--- config.mk ---
export PLATFORM = sky130hd
export DESIGN_NAME = delta_timer_queue
export DESIGN_NICKNAME = d
export VERILOG_FILES = /design/src/sv/dtq_pkg.sv /design/src/sv/delta_timer_queue.sv
export SDC_FILE = /design/constraint.sdc
export NUM_CORES = 2
export LEC_CHECK = 0
export BUFFER_PORTS_ARGS = -buffer_cell sky130_fd_sc_hd__buf_2
export CAP_MARGIN = 20
export CORE_MARGIN = 2
export CORE_UTILIZATION = 25
export DETAILED_ROUTE_END_ITERATION = 16
export PLACE_DENSITY_LB_ADDON = 0.05
export SLEW_MARGIN = 20
export SYNTH_ARGS = -nofsm -noshare
export SYNTH_HDL_FRONTEND = slang
export SYNTH_SLANG_ARGS = --single-unit
--- constraint.sdc ---
create_clock -name clock -period 10 [get_ports clock]
set_input_delay 0.5 -clock clock [delete_from_list [all_inputs] [get_ports clock]]
set_output_delay 0.5 -clock clock [all_outputs]
set_load 0.05 [all_outputs]
--- src/sv/dtq_pkg.sv ---
`default_nettype none
package dtq_pkg;
   localparam int TimerSlots = 32;
   localparam int SlotWidth = $clog2(TimerSlots);
   localparam int LinkWidth = 6;
   localparam logic [LinkWidth-1:0] NilLink = 6'd63;

   typedef enum logic [1:0] {
      FUNC_ADD = 2'd0,
      FUNC_DELETE = 2'd1,
      FUNC_TICK = 2'd2,
      FUNC_NONE = 2'd3
   } func_type;

   typedef enum logic [1:0] {
      STATUS_DONE = 2'd0,
      STATUS_ZERO_DELAY = 2'd1,
      STATUS_QUEUED = 2'd2,
      STATUS_NOT_QUEUED = 2'd3
   } status_type;
endpackage
`default_nettype wire

--- src/sv/delta_timer_queue.sv ---
// One transaction at a time: a request is stalled while the sequencer is busy or a
// response waits to be taken. The add walk reads one list entry per step.
// Reset (synchronous, active high) empties the list and clears all queued flags;
// entry stores are left as they are and are only read once queued.
`default_nettype none
module delta_timer_queue import dtq_pkg::*; (
   input wire logic clock,
   input wire logic reset,
   input wire logic req_valid,
   output logic req_stall,
   input wire logic [1:0] req_func,
   input wire logic [4:0] req_timer_slot,
   input wire logic [31:0] req_delay,
   input wire logic [11:0] req_proc_id,
   output logic rsp_valid,
   input wire logic rsp_stall,
   output logic [1:0] rsp_status,
   output logic rsp_expired_valid,
   output logic [4:0] rsp_expired_slot,
   output logic [11:0] rsp_expired_proc,
   output logic rsp_last
);
   typedef enum logic [3:0] {
      ST_IDLE, ST_ADD_RD, ST_ADD_CMP, ST_ADD_LINK, ST_DEL_RD, ST_DEL_FOLD,
      ST_TICK_RD, ST_TICK_DEC, ST_TICK_CHK, ST_OUT
   } state_type;

   state_type state_ff;
   logic [31:0] delta_mem [TimerSlots];
   logic [11:0] proc_mem [TimerSlots];
   logic [LinkWidth-1:0] next_mem [TimerSlots];
   logic [LinkWidth-1:0] prev_mem [TimerSlots];
   logic [TimerSlots-1:0] queued_ff;
   logic [LinkWidth-1:0] head_ff, tail_ff, cur_ff;
   logic [SlotWidth-1:0] slot_ff;
   logic [31:0] delay_ff, rd_ff;
   logic [11:0] proc_ff;
   logic more_ff;

   // Convert a link to a memory index; only used on links that are not null.
   function automatic logic [SlotWidth-1:0] idx(input logic [LinkWidth-1:0] l);
      return l[SlotWidth-1:0];
   endfunction

   function automatic logic is_slot(input logic [LinkWidth-1:0] l);
      return l != NilLink && int'(l) < TimerSlots;
   endfunction

   assign req_stall = (state_ff != ST_IDLE) || rsp_valid;

   // Sequencer for the add, delete and tick transactions.
   always_ff @(posedge clock) begin
      if (reset) begin
         state_ff <= ST_IDLE;
         queued_ff <= '0;
         head_ff <= NilLink;
         tail_ff <= NilLink;
         rsp_valid <= 1'b0;
      end else begin
         if (rsp_valid && !rsp_stall) rsp_valid <= 1'b0;
         unique case (state_ff)
            ST_IDLE: begin
               if (req_valid && !req_stall) begin
                  slot_ff <= req_timer_slot;
                  delay_ff <= req_delay;
                  proc_ff <= req_proc_id;
                  rsp_expired_valid <= 1'b0;
                  rsp_expired_slot <= '0;
                  rsp_expired_proc <= '0;
                  rsp_last <= 1'b1;
                  rsp_status <= STATUS_DONE;
                  unique case (func_type'(req_func))
                     FUNC_ADD: begin
                        if (req_delay == '0) begin
                           rsp_status <= STATUS_ZERO_DELAY;
                           rsp_valid <= 1'b1;
                        end else if (!is_slot({1'b0, req_timer_slot})) begin
                           rsp_status <= STATUS_NOT_QUEUED;
                           rsp_valid <= 1'b1;
                        end else if (queued_ff[req_timer_slot]) begin
                           rsp_status <= STATUS_QUEUED;
                           rsp_valid <= 1'b1;
                        end else begin
                           cur_ff <= head_ff;
                           state_ff <= ST_ADD_RD;
                        end
                     end
                     FUNC_DELETE: begin
                        if (!is_slot({1'b0, req_timer_slot}) ||
                            !queued_ff[req_timer_slot]) begin
                           rsp_status <= STATUS_NOT_QUEUED;
                           rsp_valid <= 1'b1;
                        end else begin
                           state_ff <= ST_DEL_RD;
                        end
                     end
                     FUNC_TICK: begin
                        if (is_slot(head_ff)) state_ff <= ST_TICK_RD;
                        else rsp_valid <= 1'b1;
                     end
                     default: rsp_valid <= 1'b1;
                  endcase
               end
            end
            // Add: read the current entry's delta, or go to the link step at the end of the list.
            ST_ADD_RD: begin
               if (is_slot(cur_ff)) begin
                  rd_ff <= delta_mem[idx(cur_ff)];
                  state_ff <= ST_ADD_CMP;
               end else begin
                  state_ff <= ST_ADD_LINK;
               end
            end
            // Add: stop before the first larger delta, else pass the entry.
            ST_ADD_CMP: begin
               if (delay_ff < rd_ff) begin
                  delta_mem[idx(cur_ff)] <= rd_ff - delay_ff;
                  state_ff <= ST_ADD_LINK;
               end else begin
                  delay_ff <= delay_ff - rd_ff;
                  cur_ff <= next_mem[idx(cur_ff)];
                  state_ff <= ST_ADD_RD;
               end
            end
            // Add: splice the new slot in before cur.
            ST_ADD_LINK: begin : add_link
               logic [LinkWidth-1:0] p;
               p = is_slot(cur_ff) ? prev_mem[idx(cur_ff)] : tail_ff;
               if (!is_slot(p)) p = NilLink;
               prev_mem[slot_ff] <= p;
               next_mem[slot_ff] <= cur_ff;
               if (is_slot(p)) next_mem[idx(p)] <= {1'b0, slot_ff};
               else head_ff <= {1'b0, slot_ff};
               if (is_slot(cur_ff)) prev_mem[idx(cur_ff)] <= {1'b0, slot_ff};
               else tail_ff <= {1'b0, slot_ff};
               delta_mem[slot_ff] <= delay_ff;
               proc_mem[slot_ff] <= proc_ff;
               queued_ff[slot_ff] <= 1'b1;
               rsp_valid <= 1'b1;
               state_ff <= ST_IDLE;
            end
            // Delete: read the deleted delta and the successor.
            ST_DEL_RD: begin
               rd_ff <= delta_mem[slot_ff];
               cur_ff <= next_mem[slot_ff];
               state_ff <= ST_DEL_FOLD;
            end
            // Delete: fold the delta into the successor and unlink.
            ST_DEL_FOLD: begin : del_fold
               logic [LinkWidth-1:0] p;
               p = prev_mem[slot_ff];
               if (is_slot(cur_ff)) begin
                  delta_mem[idx(cur_ff)] <= delta_mem[idx(cur_ff)] + rd_ff;
                  prev_mem[idx(cur_ff)] <= p;
               end else begin
                  tail_ff <= p;
               end
               if (is_slot(p)) next_mem[idx(p)] <= cur_ff;
               else head_ff <= cur_ff;
               queued_ff[slot_ff] <= 1'b0;
               rsp_valid <= 1'b1;
               state_ff <= ST_IDLE;
            end
            ST_TICK_RD: begin
               rd_ff <= delta_mem[idx(head_ff)];
               state_ff <= ST_TICK_DEC;
            end
            // Tick: decrement the head, saturating at zero.
            ST_TICK_DEC: begin
               if (rd_ff != '0) begin
                  delta_mem[idx(head_ff)] <= rd_ff - 32'd1;
                  rd_ff <= rd_ff - 32'd1;
               end
               more_ff <= 1'b0;
               state_ff <= ST_TICK_CHK;
            end
            // Tick: once any pending response is taken, expire the head when its delta is zero, else end the tick.
            ST_TICK_CHK: begin
               if (!rsp_valid || !rsp_stall) begin
                  if (is_slot(head_ff) && rd_ff == '0) begin
                     cur_ff <= next_mem[idx(head_ff)];
                     rsp_expired_valid <= 1'b1;
                     rsp_expired_slot <= head_ff[4:0];
                     rsp_expired_proc <= proc_mem[idx(head_ff)];
                     rsp_status <= STATUS_DONE;
                     queued_ff[idx(head_ff)] <= 1'b0;
                     more_ff <= 1'b1;
                     state_ff <= ST_OUT;
                  end else begin
                     if (!more_ff) begin
                        rsp_expired_valid <= 1'b0;
                        rsp_expired_slot <= '0;
                        rsp_expired_proc <= '0;
                        rsp_status <= STATUS_DONE;
                        rsp_last <= 1'b1;
                        rsp_valid <= 1'b1;
                     end
                     state_ff <= ST_IDLE;
                  end
               end
            end
            // Tick: unlink the expired head, look ahead, and present the result.
            ST_OUT: begin
               head_ff <= cur_ff;
               if (is_slot(cur_ff)) begin
                  prev_mem[idx(cur_ff)] <= NilLink;
                  rd_ff <= delta_mem[idx(cur_ff)];
                  rsp_last <= (delta_mem[idx(cur_ff)] != '0);
               end else begin
                  tail_ff <= NilLink;
                  rsp_last <= 1'b1;
               end
               rsp_valid <= 1'b1;
               state_ff <= ST_TICK_CHK;
            end
            default: state_ff <= ST_IDLE;
         endcase
      end
   end
endmodule
`default_nettype wire
==> key figures <==
Setup path
  – Cell depth of the worst setup path: 18
  – Crit path max fanout: 32
  – Worst setup EP type: flop
  – Cells on worst reg2reg path: 18
  – Critical Path RT: between 10,000 and 15,000 ps
  – Worst r2r dst: delta_mem[13][31]
  – Buffers & Inverters on Critical Path: 2
  – Worst path top cell family by delay: compound AO/OA/AOI/OAI gates
  – CP max stage delay: just over 900 ps
  – Setup CP Type: flop to flop
  – R2R Setup Slk: a little under 3000 ps
  – CP endpoint: delta_mem[13][31]
  – Worst path slowest cell: dfxtp_4
  – Critical Path Start Type: flop
  – Critical-path cell list: buf_4 -> mux4_2 -> mux4_2 -> mux2i_1 -> nor2_1 -> a21o_1 -> ha_1 -> a211oi_1 -> o21bai_1 -> o21ai_0 -> a21oi_1 -> o2111ai_1 -> and2_1 -> o21ai_0 -> a21oi_1 -> xnor2_1 -> a221oi_4 -> buf_4
  – Crit path arrival time: 7750 ps

Layout
  – Register Area: around 0.058 mm²
  – Layout cells sized above 1: 34.0%
  – Area of the multi-input gates: around 0.047 mm²
  – NumNets Final: 6,698
  – Filler instances: 42,358
  – Layout area overhead: 16.0%
  – Finished Layout Cells: 12,463

Detailed routing
  – ANT nets after route: 0
  – Initial DRC count: between 5,000 and 6,000
  – Wirelength per Cell: 36.8 µm
  – DRC: 0
  – Final wirelength: 459,000 µm
  – Pre-antenna DRT Iters: 5
  – Vias: 67,278
  – Routed vias/inst: between 5 and 6

Power and ir drop
  – Peak VDD IR: about 0.00012 V
  – Static Leak: approximately 40 nW
  – Reg power frac: just under 40%
  – Switching Share: a little under a third
  – Clock share of power: ~37%
  – Combinational fraction of design power: about a quarter
  – PwrDens: 204 mW/mm²
  – Internal power: roughly 18 mW
  – Sw power: about 7.8 mW

STA
  – Fmax: around 0.14 GHz
  – Minimum clock period: 7100 ps
  – Setup TNS: 0 ps
  – Min Hold Slack: between 50 and 60 ps
  – Fin Clk Skew: around 57 ps
  – Setup slack after layout: slightly below 3000 ps
  – Max-slew headroom at the worst pin: between 20 and 25%
  – Final Hold Fails: 0
  – # setup viols final: 0
  – Period utilization: a little under three quarters
  – Final Max Tran Viols: 0
  – RSZ-0062 raised after global routing: false
  – Slew @ Worst Pin: roughly 1200 ps

Clock tree
  – Post-CTS Setup Inserts: 0
  – Clk sinks: 1,965
  – Clock slew at reported path FFs: approximately 60 ps
  – H-tree depth: 5
  – Root Driver: clkbuf_16
  – CTS tree: built
  – Clock tree buffer depth: 4
  – Worst-Skew Late Latency: just over 900 ps
  – Num CTS Buffers: 268

Floorplanning
  – Die Wd: 659 µm
  – Cell Rows: 240
  – Core area: roughly 0.43 mm²
  – Die H: about 660 µm
  – Die Area: roughly 0.43 mm²
  – I/O pin cnt: 78
  – Initial core utilization: 25.1%

Placement
  – HPWL Detailed: around 280,000 µm
  – Placed Cells: around 12,000
  – RePlAce Congestion: 0.820
  – Worst slack at placement: 2790 ps
  – IO Port Bufs: 77

Logic synthesis
  – Post-synth EDFFs: roughly 1,900
  – Distinct cells, synth: 82
  – Count leader, synth: edfxtp_1
  – Ranking of synthesized cells by area: edfxtp_1 52%, mux4_2 29%, mux2i_1 3.1%
  – Area leader, netlist: edfxtp_1
  – Yosys top cell area share: 52.3%
  – Synth Net Count: between 6,000 and 7,000
  – Post-Synthesis Cell Area: roughly 0.11 mm²
  – Synth async-reset ratio: 0%
  – Post-synth top cells: 1,869 x edfxtp_1, 1,370 x mux4_2, 377 x nand2_1, 359 x clkbuf_1, 335 x mux2i_1
  – Ys Warns: 0
  – FF+latch count, synth: just under 2,000
  – Syn_area_per_cell: approximately 17 µm²
  – Post-synthesis sequential area ratio: 54.0%
  – Cell count after synthesis: 6,440
  – Ys flop type: edfxtp_1

Outcome
  – Outcome: finished, final reports clean

Global route
  – Antenna violations before repair: 24
  – GR Util All Layers: between 20% and 30%
  – Vias in the first global route: roughly 70,000
  – Pin count of the biggest net entering global routing: 110
  – First-pass GRT wire length: 625,000 µm
  – Grt ovf: 0

Hold path
  – Type of the most critical hold path: primary input to flop

Job
  – MaxCap Viol Count: 0
## layout make-up
type                       instances  area share (%)
sequential                      1965            46.7
multi-input combinational       3830            38.0
clock buffer                     342            5.78
tap                             5687            5.71
timing repair buffer             425            2.71
clock inverter                   130           0.850
inverter                          78           0.235
antenna                            6          0.0121
## through the flow
step / power [mW] / utilization (%) / cell area, µm²
after detailed placement: 16.2 / 27.1 / 116000
after floorplan: 13.7 / - / 107000
after global placement: 16.3 / 27.1 / 116000
after CTS: 25.8 / 29.1 / 124000
final: 25.3 / 29.1 / 125000
after global routing: 26.3 / 29.1 / 125000
## power by group through the flow
| stage | clock [mW] | sequential [mW] | combinational (mW) |
|---|---|---|---|
| 4_1_cts | 9.68 | 10.1 | 6.00 |
| 3_5_place_dp | 0 | 10.3 | 5.97 |
| 6_report | 9.37 | 10.1 | 5.92 |
| 2_1_floorplan | 0 | 10.1 | 3.65 |
| 3_3_place_gp | 0 | 10.3 | 6.00 |
| 5_1_grt | 9.93 | 10.1 | 6.30 |
## layout by cell type (no fill, tap or decap), types with 77 or more instances in the layout
master and instances:
o21ai_0 168, edfxtp_1 1869, nor2_1 282, a21oi_1 158
mux2i_1 334, mux4_2 1370, dfxtp_1 81, clkbuf_16 276
buf_2 77, nand2_1 373, buf_4 288, o31ai_1 85
## cell families (layout without fill, tap and decap cells)
group           count (synthesis)  in the layout  share of synthesized area [%]
xor+xnor                      101            101                          0.824
simple gates                 1091           1091                           4.65
fa+ha+maj                      75             75                          0.888
compound gates                822            822                           4.95
other cells                     0              6                              0
buf+inv                       645            975                           2.39
flops                        1965           1965                           54.0
mux                          1741           1741                           32.2
## sequential cells by signal, indices dropped and copies added, names as in the netlist, named ones only
register,flops
slot_ff,5
rsp_valid,1
queued_ff,32
rsp_expired_proc,12
next_mem,192
delay_ff,32
tail_ff,6
more_ff,1
rsp_expired_slot,5
cur_ff,6
rsp_status,2
delta_mem,1024
proc_ff,12
proc_mem,384
rsp_expired_valid,1
state_ff,4
head_ff,6
rd_ff,32
rsp_last,1
prev_mem,192
## how the worst min path moves through the flow
| stage | end | slack, ps | startpoint | depth (start not counted) |
|---|---|---|---|---|
| after floorplan | tail_ff[5] | 450 | tail_ff[5] | 2 |
| after global placement | tail_ff[4] | 480 | tail_ff[4] | 2 |
| final | delay_ff[29] | 50 | req_delay[29] | 3 |
| after global routing | delay_ff[29] | 30 | req_delay[29] | 3 |
| after detailed placement | queued_ff[7] | 490 | queued_ff[7] | 2 |
| after CTS | delay_ff[29] | 1 | req_delay[29] | 3 |
## worst reg2reg max path, delay by kind of cell, from the launching register on
kind,cells,cell delay [ps]
adder cells (fa/ha/maj),1,290
buffers and inverters,2,1080
multiplexers,3,1650
AND/OR/NAND/NOR,2,330
XOR/XNOR,1,140
flip-flops,1,920
AO/OA/AOI/OAI,9,2440
## metal layers
| layer | vias up | routed length (µm) | track usage, % | part of all wire, % |
|---|---|---|---|---|
| met5 | - | 15 | 0 | 0.0033 |
| met4 | 2 | 12100 | 5.24 | 2.6 |
| met3 | 554 | 21500 | 2.67 | 4.7 |
| met2 | 2072 | 224000 | 34.9 | 49 |
| met1 | 37168 | 202000 | 28.4 | 44 |
| li1 | 27482 | - | - | - |
## timing repair
| action | 4_1_cts | 5_1_grt |
|---|---|---|
| gates resized for setup | 0 | 0 |
| hold endpoints to repair | 38 | 0 |
| endpoints found under the setup margin | 0 | 0 |
| hold buffers | 34 | 0 |
Note: power is estimated with default switching activity, not from simulation.
